### config.mk
export PLATFORM = sky130hd
export DESIGN_NAME = source_text_tokenizer_top
export DESIGN_NICKNAME = d
export VERILOG_FILES = /design/src/stl_pkg.sv /design/src/stl_lex_step.sv /design/src/stl_token_queue.sv /design/src/source_text_tokenizer_top.sv
export SDC_FILE = /design/constraint.sdc
export NUM_CORES = 1
export LEC_CHECK = 0
export BUFFER_PORTS_ARGS = -buffer_cell sky130_fd_sc_hd__buf_2
export CELL_PAD_IN_SITES_DETAIL_PLACEMENT = 1
export CELL_PAD_IN_SITES_GLOBAL_PLACEMENT = 1
export CORE_MARGIN = 3
export CORE_UTILIZATION = 47
export CTS_BUF_LIST = sky130_fd_sc_hd__clkbuf_8
export DETAILED_ROUTE_END_ITERATION = 10
export PLACE_DENSITY = 0.86
export SYNTH_ARGS = -nofsm -noshare
export SYNTH_HDL_FRONTEND = slang
export SYNTH_SLANG_ARGS = --single-unit
### constraint.sdc
create_clock -name clk -period 6.3 [get_ports clk]
set_clock_uncertainty 0.2 [all_clocks]
set_input_delay 0.315 -clock clk [delete_from_list [all_inputs] [get_ports clk]]
set_output_delay 0.315 -clock clk [all_outputs]
set_load 0.01 [all_outputs]
### src/stl_pkg.sv
// Shared types and constants for the source text tokenizer.
`timescale 1ns / 1ps

package stl_pkg;

	localparam int MAX_TEXT_BYTES = 65536;
	localparam int POS_W = 16;
	localparam int LEN_W = POS_W + 1;
	localparam int KIND_W = 5;
	localparam logic [POS_W-1:0] POS_CAP =
		POS_W'((MAX_TEXT_BYTES - 1 > 65535) ? 65535 : MAX_TEXT_BYTES - 1);

	localparam int QUEUE_DEPTH = 4;
	localparam int QPTR_W = $clog2(QUEUE_DEPTH);
	localparam int QCNT_W = QPTR_W + 1;

	typedef enum logic [KIND_W-1:0] {
		TK_IDENT  = 5'd0,
		TK_INT    = 5'd1,
		TK_SPACE  = 5'd2,
		TK_LPAREN = 5'd3,
		TK_RPAREN = 5'd4,
		TK_LBRACE = 5'd5,
		TK_RBRACE = 5'd6,
		TK_COMMA  = 5'd7,
		TK_COLON  = 5'd8,
		TK_SEMI   = 5'd9,
		TK_AMP    = 5'd10,
		TK_STAR   = 5'd11,
		TK_EQ     = 5'd12,
		TK_EQEQ   = 5'd13,
		TK_LT     = 5'd14,
		TK_LE     = 5'd15,
		TK_GT     = 5'd16,
		TK_GE     = 5'd17,
		TK_FN     = 5'd18,
		TK_ERROR  = 5'd19
	} kind_t;

	typedef enum logic [2:0] {
		PEND_NONE  = 3'd0,
		PEND_IDENT = 3'd1,
		PEND_INT   = 3'd2,
		PEND_SPACE = 3'd3,
		PEND_OP    = 3'd4
	} pend_t;

	typedef enum logic [1:0] {
		KW_NONE = 2'd0,
		KW_F    = 2'd1,
		KW_FN   = 2'd2
	} kw_t;

	typedef enum logic [1:0] {
		OP_EQ = 2'd0,
		OP_LT = 2'd1,
		OP_GT = 2'd2
	} op_t;

	typedef struct packed {
		pend_t            pend;
		logic [POS_W-1:0] pos;
		logic [POS_W-1:0] start;
		kw_t              kw;
		op_t              op;
	} lex_state_t;

	typedef struct packed {
		logic [KIND_W-1:0] kind;
		logic [POS_W-1:0]  start;
		logic [LEN_W-1:0]  len;
		logic              last_of_run;
		logic              end_of_text;
	} token_t;

endpackage

### src/stl_lex_step.sv
// One scanning step: classifies a byte against the pending token and forms up to two tokens.
`timescale 1ns / 1ps

module stl_lex_step (
	input  stl_pkg::lex_state_t st,
	input  logic [7:0]          text_byte,
	input  logic                last_byte,
	output stl_pkg::lex_state_t st_next,
	output logic [1:0]          tok_n,
	output stl_pkg::token_t     tok0,
	output stl_pkg::token_t     tok1
);
	import stl_pkg::*;

	function automatic logic is_alpha(input logic [7:0] c);
		return c inside {[8'h41:8'h5a], [8'h61:8'h7a]};
	endfunction

	function automatic logic is_digit(input logic [7:0] c);
		return c inside {[8'h30:8'h39]};
	endfunction

	function automatic logic is_white(input logic [7:0] c);
		return c inside {8'h20, 8'h0a, 8'h0d, 8'h09};
	endfunction

	function automatic logic is_identc(input logic [7:0] c);
		return is_alpha(c) || is_digit(c) || (c == 8'h5f);
	endfunction

	function automatic logic is_oper(input logic [7:0] c);
		return c inside {8'h3d, 8'h3c, 8'h3e};
	endfunction

	function automatic op_t oper_code(input logic [7:0] c);
		op_t o;
		case (c)
			8'h3c:   o = OP_LT;
			8'h3e:   o = OP_GT;
			default: o = OP_EQ;
		endcase
		return o;
	endfunction

	// Single-character punctuation; anything else here is an error token.
	function automatic kind_t punct_kind(input logic [7:0] c);
		kind_t k;
		case (c)
			8'h28:   k = TK_LPAREN;
			8'h29:   k = TK_RPAREN;
			8'h7b:   k = TK_LBRACE;
			8'h7d:   k = TK_RBRACE;
			8'h2c:   k = TK_COMMA;
			8'h3a:   k = TK_COLON;
			8'h3b:   k = TK_SEMI;
			8'h26:   k = TK_AMP;
			8'h2a:   k = TK_STAR;
			default: k = TK_ERROR;
		endcase
		return k;
	endfunction

	function automatic kind_t op_kind(input op_t o, input logic two);
		kind_t k;
		case (o)
			OP_EQ:   k = two ? TK_EQEQ : TK_EQ;
			OP_LT:   k = two ? TK_LE : TK_LT;
			default: k = two ? TK_GE : TK_GT;
		endcase
		return k;
	endfunction

	function automatic kind_t run_kind(input pend_t p, input kw_t kw);
		kind_t k;
		case (p)
			PEND_IDENT: k = (kw == KW_FN) ? TK_FN : TK_IDENT;
			PEND_INT:   k = TK_INT;
			default:    k = TK_SPACE;
		endcase
		return k;
	endfunction

	logic [POS_W-1:0] p;
	logic             fresh;
	logic             grows;
	lex_state_t       nx;
	// Close of the pending token, a token started and ended by this byte, and the end-of-text flush.
	logic             a_v, b_v, c_v;
	token_t           a, b, c;
	token_t           t0, t1;
	logic [1:0]       n;

	always_comb begin
		p = st.pos;
		nx = st;
		fresh = 1'b1;
		a_v = 1'b0;
		b_v = 1'b0;
		c_v = 1'b0;
		a = '0;
		b = '0;
		c = '0;
		a.start = st.start;
		b.start = p;
		b.len = LEN_W'(1);

		case (st.pend)
			PEND_IDENT: grows = is_identc(text_byte);
			PEND_INT:   grows = is_digit(text_byte);
			PEND_SPACE: grows = is_white(text_byte);
			default:    grows = 1'b0;
		endcase

		if (st.pend == PEND_OP) begin
			a_v = 1'b1;
			nx.pend = PEND_NONE;
			if (text_byte == 8'h3d) begin
				a.kind = op_kind(st.op, 1'b1);
				a.len = LEN_W'(2);
				fresh = 1'b0;
			end else begin
				a.kind = op_kind(st.op, 1'b0);
				a.len = LEN_W'(1);
			end
		end else if (st.pend != PEND_NONE) begin
			if (grows) begin
				fresh = 1'b0;
				if (st.pend == PEND_IDENT) begin
					nx.kw = (st.kw == KW_F && text_byte == 8'h6e) ? KW_FN : KW_NONE;
				end
			end else begin
				a_v = 1'b1;
				a.kind = run_kind(st.pend, st.kw);
				a.len = {1'b0, p} - {1'b0, st.start};
				nx.pend = PEND_NONE;
			end
		end

		if (fresh) begin
			if (is_alpha(text_byte)) begin
				nx.pend = PEND_IDENT;
				nx.start = p;
				nx.kw = (text_byte == 8'h66) ? KW_F : KW_NONE;
			end else if (is_digit(text_byte)) begin
				nx.pend = PEND_INT;
				nx.start = p;
			end else if (is_white(text_byte)) begin
				nx.pend = PEND_SPACE;
				nx.start = p;
			end else if (is_oper(text_byte)) begin
				nx.pend = PEND_OP;
				nx.op = oper_code(text_byte);
				nx.start = p;
			end else begin
				b_v = 1'b1;
				b.kind = punct_kind(text_byte);
			end
		end

		if (last_byte) begin
			c.start = nx.start;
			if (nx.pend == PEND_OP) begin
				c_v = 1'b1;
				c.kind = op_kind(nx.op, 1'b0);
				c.len = LEN_W'(1);
			end else if (nx.pend != PEND_NONE) begin
				c_v = 1'b1;
				c.kind = run_kind(nx.pend, nx.kw);
				c.len = {1'b0, p} - {1'b0, nx.start} + LEN_W'(1);
			end
			nx.pend = PEND_NONE;
			nx.pos = '0;
			nx.start = '0;
			nx.kw = KW_NONE;
			nx.op = OP_EQ;
		end else begin
			nx.pos = (p < POS_CAP) ? p + POS_W'(1) : POS_CAP;
		end

		// At most two of the three candidates are present; keep their order.
		n = 2'(a_v) + 2'(b_v) + 2'(c_v);
		t0 = a_v ? a : (b_v ? b : c);
		t1 = (a_v && b_v) ? b : c;
		if (n == 2'd1) begin
			t0.last_of_run = 1'b1;
			t0.end_of_text = last_byte;
		end else if (n == 2'd2) begin
			t1.last_of_run = 1'b1;
			t1.end_of_text = last_byte;
		end
	end

	assign st_next = nx;
	assign tok_n = n;
	assign tok0 = t0;
	assign tok1 = t1;

endmodule

### src/stl_token_queue.sv
// Small token queue that takes up to two tokens a cycle and drives the output stream.
`timescale 1ns / 1ps

module stl_token_queue (
	input  logic            clk,
	input  logic            arst_n,
	input  logic [1:0]      push_n,
	input  stl_pkg::token_t tok0,
	input  stl_pkg::token_t tok1,
	output logic            room,
	output logic            m_axis_tvalid,
	input  logic            m_axis_tready,
	output logic [39:0]     m_axis_tdata,  // token_offset[15:0], token_length[32:16], zero pad
	output logic [5:0]      m_axis_tuser,  // token_kind[4:0], last_of_run[5]
	output logic            m_axis_tlast
);
	import stl_pkg::*;

	token_t            entry_q [QUEUE_DEPTH];
	logic [QPTR_W-1:0] wr_q;
	logic [QPTR_W-1:0] rd_q;
	logic [QCNT_W-1:0] count_q;
	logic              pop;
	token_t            head;

	assign pop = m_axis_tvalid && m_axis_tready;
	assign room = count_q <= QCNT_W'(QUEUE_DEPTH - 2);
	assign head = entry_q[rd_q];

	always_ff @(posedge clk) begin
		if (push_n != 2'd0) begin
			entry_q[wr_q] <= tok0;
		end
		if (push_n == 2'd2) begin
			entry_q[wr_q + QPTR_W'(1)] <= tok1;
		end
	end

	always_ff @(posedge clk or negedge arst_n) begin
		if (!arst_n) begin
			wr_q <= '0;
			rd_q <= '0;
			count_q <= '0;
		end else begin
			wr_q <= wr_q + QPTR_W'(push_n);
			rd_q <= rd_q + QPTR_W'(pop);
			count_q <= count_q + QCNT_W'(push_n) - QCNT_W'(pop);
		end
	end

	assign m_axis_tvalid = count_q != '0;
	assign m_axis_tdata = {7'b0, head.len, head.start};
	assign m_axis_tuser = {head.last_of_run, head.kind};
	assign m_axis_tlast = head.end_of_text;

`ifndef SYNTH
	a_no_overflow: assert property (@(posedge clk) disable iff (!arst_n)
		push_n != 2'd0 |-> (QCNT_W + 1)'(count_q) + (QCNT_W + 1)'(push_n) <=
			(QCNT_W + 1)'(QUEUE_DEPTH))
		else $error("token queue overflow");
	a_count_bound: assert property (@(posedge clk) disable iff (!arst_n)
		count_q <= QCNT_W'(QUEUE_DEPTH))
		else $error("token queue count out of range");
	a_ptr_gap: assert property (@(posedge clk) disable iff (!arst_n)
		QPTR_W'(count_q) == wr_q - rd_q)
		else $error("token queue pointers disagree with count");
`endif

endmodule

### src/source_text_tokenizer_top.sv
// Top level of the source text tokenizer: input register, scanning state and output queue.
//
//  port group   dir  tdata                         tuser                    tlast
//  s_axis       in   text_byte[7:0]                -                        last_byte
//  m_axis       out  token_offset, token_length    token_kind, last_of_run  end_of_text
//
// One byte enters per cycle unless stalled; its tokens go from the input register into the queue.
// A byte that yields two tokens is absorbed by the four-entry queue, which sends one token at a time.
// The input stage stalls only when the queue cannot take two more tokens.
// Reset returns the scanner to offset zero with nothing pending and empties the queue.
`timescale 1ns / 1ps

module source_text_tokenizer_top (
	input  logic        clk,
	input  logic        arst_n,
	input  logic        s_axis_tvalid,
	output logic        s_axis_tready,
	input  logic [7:0]  s_axis_tdata,   // text_byte[7:0]
	input  logic        s_axis_tlast,
	output logic        m_axis_tvalid,
	input  logic        m_axis_tready,
	output logic [39:0] m_axis_tdata,   // token_offset[15:0], token_length[32:16], zero pad
	output logic [5:0]  m_axis_tuser,   // token_kind[4:0], last_of_run[5]
	output logic        m_axis_tlast
);
	import stl_pkg::*;

	logic       valid_s1;
	logic [7:0] byte_s1;
	logic       last_s1;
	lex_state_t state_q;
	lex_state_t state_next;
	logic [1:0] tok_n;
	token_t     tok0, tok1;
	logic       room;
	logic       commit;

	assign commit = valid_s1 && room;
	assign s_axis_tready = !valid_s1 || commit;

	always_ff @(posedge clk or negedge arst_n) begin
		if (!arst_n) begin
			valid_s1 <= 1'b0;
		end else if (s_axis_tready) begin
			valid_s1 <= s_axis_tvalid;
		end
	end

	always_ff @(posedge clk) begin
		if (s_axis_tready && s_axis_tvalid) begin
			byte_s1 <= s_axis_tdata;
			last_s1 <= s_axis_tlast;
		end
	end

	always_ff @(posedge clk or negedge arst_n) begin
		if (!arst_n) begin
			state_q <= '{pend: PEND_NONE, pos: '0, start: '0, kw: KW_NONE, op: OP_EQ};
		end else if (commit) begin
			state_q <= state_next;
		end
	end

	stl_lex_step u_step (
		.st        (state_q),
		.text_byte (byte_s1),
		.last_byte (last_s1),
		.st_next   (state_next),
		.tok_n     (tok_n),
		.tok0      (tok0),
		.tok1      (tok1)
	);

	stl_token_queue u_queue (
		.clk           (clk),
		.arst_n        (arst_n),
		.push_n        (commit ? tok_n : 2'd0),
		.tok0          (tok0),
		.tok1          (tok1),
		.room          (room),
		.m_axis_tvalid (m_axis_tvalid),
		.m_axis_tready (m_axis_tready),
		.m_axis_tdata  (m_axis_tdata),
		.m_axis_tuser  (m_axis_tuser),
		.m_axis_tlast  (m_axis_tlast)
	);

`ifndef SYNTH
	a_eot_resets: assert property (@(posedge clk) disable iff (!arst_n)
		commit && last_s1 |=> state_q.pend == PEND_NONE && state_q.pos == '0)
		else $error("scanner state not cleared after end of text");
	a_eot_emits: assert property (@(posedge clk) disable iff (!arst_n)
		commit && last_s1 |-> tok_n != 2'd0)
		else $error("end of text produced no token");
	a_stall_holds: assert property (@(posedge clk) disable iff (!arst_n)
		valid_s1 && !commit |=> valid_s1 && $stable(byte_s1) && $stable(last_s1))
		else $error("stalled input byte was lost or changed");
	a_start_le_pos: assert property (@(posedge clk) disable iff (!arst_n)
		state_q.pend != PEND_NONE |-> state_q.start <= state_q.pos)
		else $error("pending token starts after current offset");
`endif

endmodule
==> results.sh, run 1 <==
export IMPL_cts_tree="yes"
export IMPL_syn_instance_count=1189
export IMPL_synth_adder_area_share_pct=5.51
export IMPL_grt_max_degree=48
export IMPL_powerDensity_mw_per_mm2=457
export IMPL_cts_clk_slew_worst_paths_ns=0.06
export IMPL_synth_simple_area_share_pct=11.1
export IMPL_async_flop_share_pct=21.8
export IMPL_rrSetupSlack_ns=0.52
export IMPL_finalPower_w=0.00686
export IMPL_hold_viol=0
export IMPL_post_dp_cell_area_mm2=0.0141
export IMPL_cts_buffer_depth=3
export IMPL_worstSetupStartpoint="byte_s1[0]"
export IMPL_most_common_layout_cells="edfxtp_1 (169), nand2_1 (99), a21oi_1 (72), nor2_1 (68), mux2_2 (68)"
export IMPL_viasPerCell=6.47
export IMPL_maxSlewHeadroom_pct=17.5
export IMPL_multi_input_area_mm2=0.00675
export IMPL_grt_total_usage_pct=27.3
export IMPL_finalMaxSlewViolations=0
export IMPL_dpl_hpwl_um=28300
export IMPL_dieHeight_um=175
export IMPL_stdcell_area_mm2=0.0150
export IMPL_yosysWarnings=0
export IMPL_crit_type="reg -> reg"
export IMPL_fp_dieArea_mm2=0.0308
export IMPL_start_kind="flop"
export IMPL_r2r_start="byte_s1[0]"
export IMPL_cp_cell_sequence="nor2_2 -> a21o_1 -> o211ai_4 -> a22oi_4 -> nand2_4 -> nor2_8 -> mux2i_4 -> inv_1 -> ha_1 -> inv_1 -> ha_1 -> inv_1 -> fa_1 -> nor2b_1 -> o21ai_0 -> a21boi_0 -> nor2_1 -> o31ai_1 -> o41ai_1 -> o21ai_0 -> xnor2_1 -> o32ai_2"
export IMPL_start_util_pct=48.1
export IMPL_antenna_found_initial=0
export IMPL_synth_edf_count=169
export IMPL_cp_arrival_ns=5.92
export IMPL_grt_pass1_wl_um=65400
export IMPL_first_pass_iters=6
export IMPL_reg2reg_depth=22
export IMPL_crit_slowest_cell="edfxtp_1"
export IMPL_status="completed"
export IMPL_ys_seq_elements=216
export IMPL_rsz0062_at_grt="no"
export IMPL_worstPathMaxFanout=18
export IMPL_antenna_left=0
export IMPL_seq_area_mm2=0.00625
export IMPL_r2r_end="u_queue.entry_q[0][17]"
export IMPL_synth_compound_area_share_pct=15.8
export IMPL_cpMostUsedCell="inv_1"
export IMPL_fillers=3000
export IMPL_drtIter0Drc=1145
export IMPL_drc=0
export IMPL_layout_cells_most_common="edfxtp_1"
export IMPL_worstMarginPinSlew_ns=1.23
export IMPL_final_layout_size_suffix_gt1_share_pct=23.8
export IMPL_ios=62
export IMPL_area_delta_synth_final_pct=11.4
export IMPL_finish_utilization_pct=53.6
export IMPL_clock_sinks=216
export IMPL_muxShareOfSynthArea_pct=15.4
export IMPL_port_buffer_count=54
export IMPL_wirelength_um=42500
export IMPL_seq_area_frac_synth_pct=46.4
export IMPL_numCtsBuffers=40
export IMPL_ir_drop_mv=0.196
export IMPL_setup_viol=0
export IMPL_die_w_um=175
export IMPL_post_drt_wl_per_cell_um=25.6
export IMPL_htreeDepth=2
export IMPL_p_comb_share_pct=48.4
export IMPL_hold_path_class="in -> async"
export IMPL_rows=61
export IMPL_clkLatencyLatePin_ns=0.56
export IMPL_synth_area_mm2=0.0135
export IMPL_crit_required_ns=6.44
export IMPL_swShare_pct=42.5
export IMPL_ys_types=82
export IMPL_antenna_cells=0
export IMPL_finalCritPeriodShare_pct=91.8
export IMPL_finalSetupTns_ns=0
export IMPL_synth_ff_type="edfxtp_1"
export IMPL_cap_violations=0
export IMPL_p_int_w=0.00395
export IMPL_nets=1318
export IMPL_slowest_delay_ns=0.56
export IMPL_p_clk_share_pct=19.0
export IMPL_cts_root_buf="clkbuf_8"
export IMPL_fmax_mhz=173
export IMPL_dp_slack_ns=0.288
export IMPL_grt_overflow_total=0
export IMPL_avgSynthCellArea_um2=11.3
export IMPL_layout_min_cycle_time_ns=5.78
export IMPL_netlist_area_leader_share_pct=37.6
export IMPL_switching_power_w=0.00291
export IMPL_place_gp_congestion=0.921
export IMPL_cp_end_kind="flop"
export IMPL_synth_xor_xnor_area_share_pct=1.69
export IMPL_grt_pass1_vias=11300
export IMPL_synth_top_family_by_area="compound AO/OA/AOI/OAI gates"
export IMPL_synth_area_leaders="edfxtp_1 (38%), dfrtp_1 (8.7%), mux4_2 (6.7%)"
export IMPL_vias=10700
export IMPL_pwr_share_seq_pct=32.7
export IMPL_p_leak_nw=5.71
export IMPL_core_area_mm2=0.0280
export IMPL_worst_slack_ns=0.518
export IMPL_yosys_area_top_type="edfxtp_1"
==> power groups by stage <==
stage,registers [W],clock network [W],logic [W]
after floorplan,0.00216,0,0.00231
after global placement,0.00223,0,0.00314
after detailed placement,0.00227,0,0.00325
after CTS,0.00224,0.00132,0.00328
after global routing,0.00227,0.00138,0.00359
final,0.00224,0.00130,0.00332
==> critical path: cells and delay by family, from the launching register on <==
family,cells,cell delay (ns)
compound gates,9,2.25
xor+xnor,1,0.19
fa+ha+maj,3,0.82
buf+inv,3,0.19
flops,1,0.56
mux,1,0.32
simple gates,5,1.05
==> metal layers <==
metal | track usage, % | vias up | wire, um
met5 | 0 | - | 0
met4 | 13.6 | 0 | 2060
met3 | 5.60 | 131 | 3150
met1 | 34.3 | 5430 | 16900
met2 | 45.0 | 504 | 20400
li1 | - | 4642 | -
==> worst max-delay path by stage <==
stage	endpoint	slack [ns]	cells after the start
3_5_place_dp	u_queue.entry_q[0][17]	0.29	22
5_1_grt	u_queue.entry_q[0][17]	0.07	21
3_3_place_gp	u_queue.entry_q[2][15]	0.79	22
6_report	u_queue.entry_q[0][17]	0.52	22
4_1_cts	u_queue.entry_q[0][17]	0.28	22
2_1_floorplan	u_queue.entry_q[1][0]	0.10	10
==> cells in the mapped netlist (all sizes together), types with 28 or more instances <==
library cell    n
a22oi          37
dfrtp          47
nor2           74
ha             53
nand2         102
a21oi          73
clkbuf         51
mux2           68
mux2i          28
o21ai          78
o22ai          49
buf            33
inv            43
mux4           40
edfxtp        169
==> cells by family after synthesis <==
| kind of cell | count (synthesis) |
|---|---|
| fa+ha+maj | 57 |
| buf+inv | 127 |
| compound gates | 324 |
| flops | 216 |
| xor+xnor | 26 |
| other cells | 1 |
| simple gates | 302 |
| mux | 136 |
==> repair_timing <==
item	in CTS	in global routing
setup buffers	0	6
endpoints found under the hold margin	58	0
endpoints found under the setup margin	0	1
resized for setup	0	1
hold buffers	12	0
==> final cells by class <==
| type | count | share of cell area [%] |
|---|---|---|
| flip-flops and latches | 216 | 41.6 |
| well taps | 378 | 3.15 |
| multi-input cells | 852 | 45.0 |
| inverters | 43 | 1.09 |
| clock inverters | 28 | 0.992 |
| repair buffers | 95 | 4.13 |
| clock buffers | 44 | 4.03 |
==> sequential cells by signal, summed over array words and instances, names as in the netlist <==
name and count:
byte_s1 8, last_s1 1, state_q 39, u_queue.count_q 3
u_queue.entry_q 160, u_queue.rd_q 2, u_queue.wr_q 2, valid_s1 1
==> stage by stage <==
step	hold WS, ns	instances
after floorplan	-0.181	1195
after global placement	0.275	1566
after detailed placement	0.279	1566
after CTS	0.221	1650
after global routing	0.272	1656
final	0.209	1656
Power figures use the tool's default switching activity.
==> run 2, diff against run 1 <==
--- a/config.mk
+++ b/config.mk
@@ -13,6 +13,7 @@
 export CTS_BUF_LIST = sky130_fd_sc_hd__clkbuf_8
 export DETAILED_ROUTE_END_ITERATION = 10
 export PLACE_DENSITY = 0.86
+export RECOVER_POWER = 50
 export SYNTH_ARGS = -nofsm -noshare
 export SYNTH_HDL_FRONTEND = slang
 export SYNTH_SLANG_ARGS = --single-unit
==> run 2 against run 1 <==
The flow now finishes with violations (capacitance limit, slew limit). Wire length decreased by 0.12%. Design area decreased by 1.2%. First-iteration DRC count decreased by 5.7%. Sequential share of layout area increased by 0.50 points. Sequential power about the same. Via count decreased by 0.95%. Power decreased by 1.0%. Flip-flop and latch count unchanged.
==> results.sh, run 2 (synthesized netlist as in run 1, its figures left out) <==
export IMPL_rows=61
export IMPL_hold_viol=0
export IMPL_rsz0062_at_grt="no"
export IMPL_cap_violations=2
export IMPL_start_kind="flop"
export IMPL_cts_tree="yes"
export IMPL_finalCritPeriodShare_pct=94.1
export IMPL_hold_start="s_axis_tdata[7]"
export IMPL_clkLatencyLatePin_ns=0.56
export IMPL_dpl_hpwl_um=28300
export IMPL_finish_utilization_pct=53.0
export IMPL_clock_sinks=216
export IMPL_p_leak_nw=5.56
export IMPL_vias=10600
export IMPL_viasPerCell=6.40
export IMPL_core_area_mm2=0.0280
export IMPL_violations="capacitance limit, slew limit"
export IMPL_hold_path_class="in -> reg"
export IMPL_largest_reg_flops=160
export IMPL_reg2reg_depth=13
export IMPL_cts_buffer_depth=3
export IMPL_grt_max_degree=48
export IMPL_layout_cells_most_common="edfxtp_1"
export IMPL_grt_pass1_vias=11300
export IMPL_dp_cells=1566
export IMPL_fin_cells=1656
export IMPL_reg_top3="u_queue.entry_q x160, state_q x39, byte_s1 x8"
export IMPL_port_buffer_count=54
export IMPL_antenna_found_initial=0
export IMPL_worstMarginPinSlew_ns=2.86
export IMPL_finalMaxSlewViolations=89
export IMPL_drtIter0Drc=1080
export IMPL_finalSetupTns_ns=0
export IMPL_grt_overflow_total=0
export IMPL_status="finished, violations left"
export IMPL_r2r_end="u_queue.entry_q[0][17]"
export IMPL_final_layout_size_suffix_gt1_share_pct=19.6
export IMPL_place_gp_congestion=0.921
export IMPL_crit_type="reg -> reg"
export IMPL_most_common_layout_cells="edfxtp_1 (169), nand2_1 (99), a21oi_1 (72), nor2_1 (68), mux2_2 (68)"
export IMPL_crit_required_ns=6.44
export IMPL_whs_endpoint="byte_s1[7]"
export IMPL_fp_dieArea_mm2=0.0308
export IMPL_first_pass_iters=5
export IMPL_post_drt_wl_per_cell_um=25.6
export IMPL_rrSetupSlack_ns=0.37
export IMPL_cts_clk_slew_worst_paths_ns=0.06
export IMPL_antenna_left=0
export IMPL_setup_viol=0
export IMPL_wirelength_um=42400
export IMPL_grt_total_usage_pct=27.3
export IMPL_hold_depth=2
export IMPL_maxSlewHeadroom_pct=-91.0
export IMPL_ir_drop_mv=0.198
export IMPL_die_w_um=175
export IMPL_regMostFlops="u_queue.entry_q"
export IMPL_worstPathMaxFanout=14
export IMPL_dieHeight_um=175
export IMPL_numCtsBuffers=40
export IMPL_r2r_start="byte_s1[3]"
export IMPL_antenna_cells=0
export IMPL_cp_arrival_ns=6.07
export IMPL_htreeDepth=2
export IMPL_drc=0
export IMPL_fmax_mhz=169
export IMPL_cts_root_buf="clkbuf_8"
export IMPL_grt_pass1_wl_um=65400
export IMPL_nets=1318
export IMPL_ios=62
export IMPL_cp_end_kind="flop"
export IMPL_layout_min_cycle_time_ns=5.93
export IMPL_powerDensity_mw_per_mm2=458
export IMPL_start_util_pct=48.1
export IMPL_area_delta_synth_final_pct=10.0
export IMPL_fillers=3029
run 2: layout make-up:
cell class | instances | area [um2] | share of cell area [%]
well taps | 378 | 473 | 3.19
clock inverters | 28 | 149 | 1.00
clock buffers | 44 | 606 | 4.08
inverters | 43 | 164 | 1.10
multi-input cells | 852 | 6660 | 44.9
flip-flops and latches | 216 | 6250 | 42.1
repair buffers | 95 | 532 | 3.58
run 2: how the worst max path moves through the flow:
| stage | from | to | depth (start not counted) |
|---|---|---|---|
| final | byte_s1[3] | u_queue.entry_q[0][17] | 13 |
| after floorplan | byte_s1[7] | u_queue.entry_q[1][0] | 10 |
| after global routing | byte_s1[3] | u_queue.entry_q[1][30] | 14 |
| after CTS | byte_s1[1] | u_queue.entry_q[0][17] | 22 |
| after global placement | byte_s1[1] | u_queue.entry_q[2][15] | 22 |
| after detailed placement | byte_s1[1] | u_queue.entry_q[0][17] | 22 |
run 2: power by group:
group | switching, W | internal [W]
sequential | 0.000200 | 0.00204
combinational | 0.00208 | 0.00116
clock | 0.000618 | 0.000684
run 2: metrics by stage:
step           instance area, um2  total power, W  hold slack, ns  worst slack [ns]
3_5_place_dp                14100         0.00552           0.279             0.288
3_3_place_gp                14100         0.00537           0.275             0.786
2_1_floorplan               13500         0.00447          -0.181             0.104
6_report                    14800         0.00679           0.286             0.370
4_1_cts                     15000         0.00685           0.221             0.278
5_1_grt                     14800         0.00717           0.272            0.0652
run 2: per-layer routing:
layer	vias to the layer above	wire length, um	global-route usage (%)
met5	-	0	0
met4	0	2050	13.6
met3	135	3020	5.60
met2	473	20500	45.0
met1	5350	16900	34.3
li1	4647	-	-
run 2: worst max-delay path: stages (launching register included):
cell,delay (ns)
edfxtp_1,0.59
nand2_1,0.17
or4_1,0.62
o211ai_4,0.19
a211oi_1,0.18
a21oi_1,0.19
clkbuf_1,0.61
a21oi_1,0.15
fa_1,0.78
and2_0,0.32
and3_1,0.19
clkbuf_1,0.64
nor2_1,0.45
o32ai_2,0.43
run 2: what timing repair did:
action | CTS | global route
hold buffers | 12 | 0
setup endpoints to repair | 0 | 1
endpoints found under the hold margin | 58 | 0
gates resized for setup | 0 | 1
setup buffers | 0 | 6
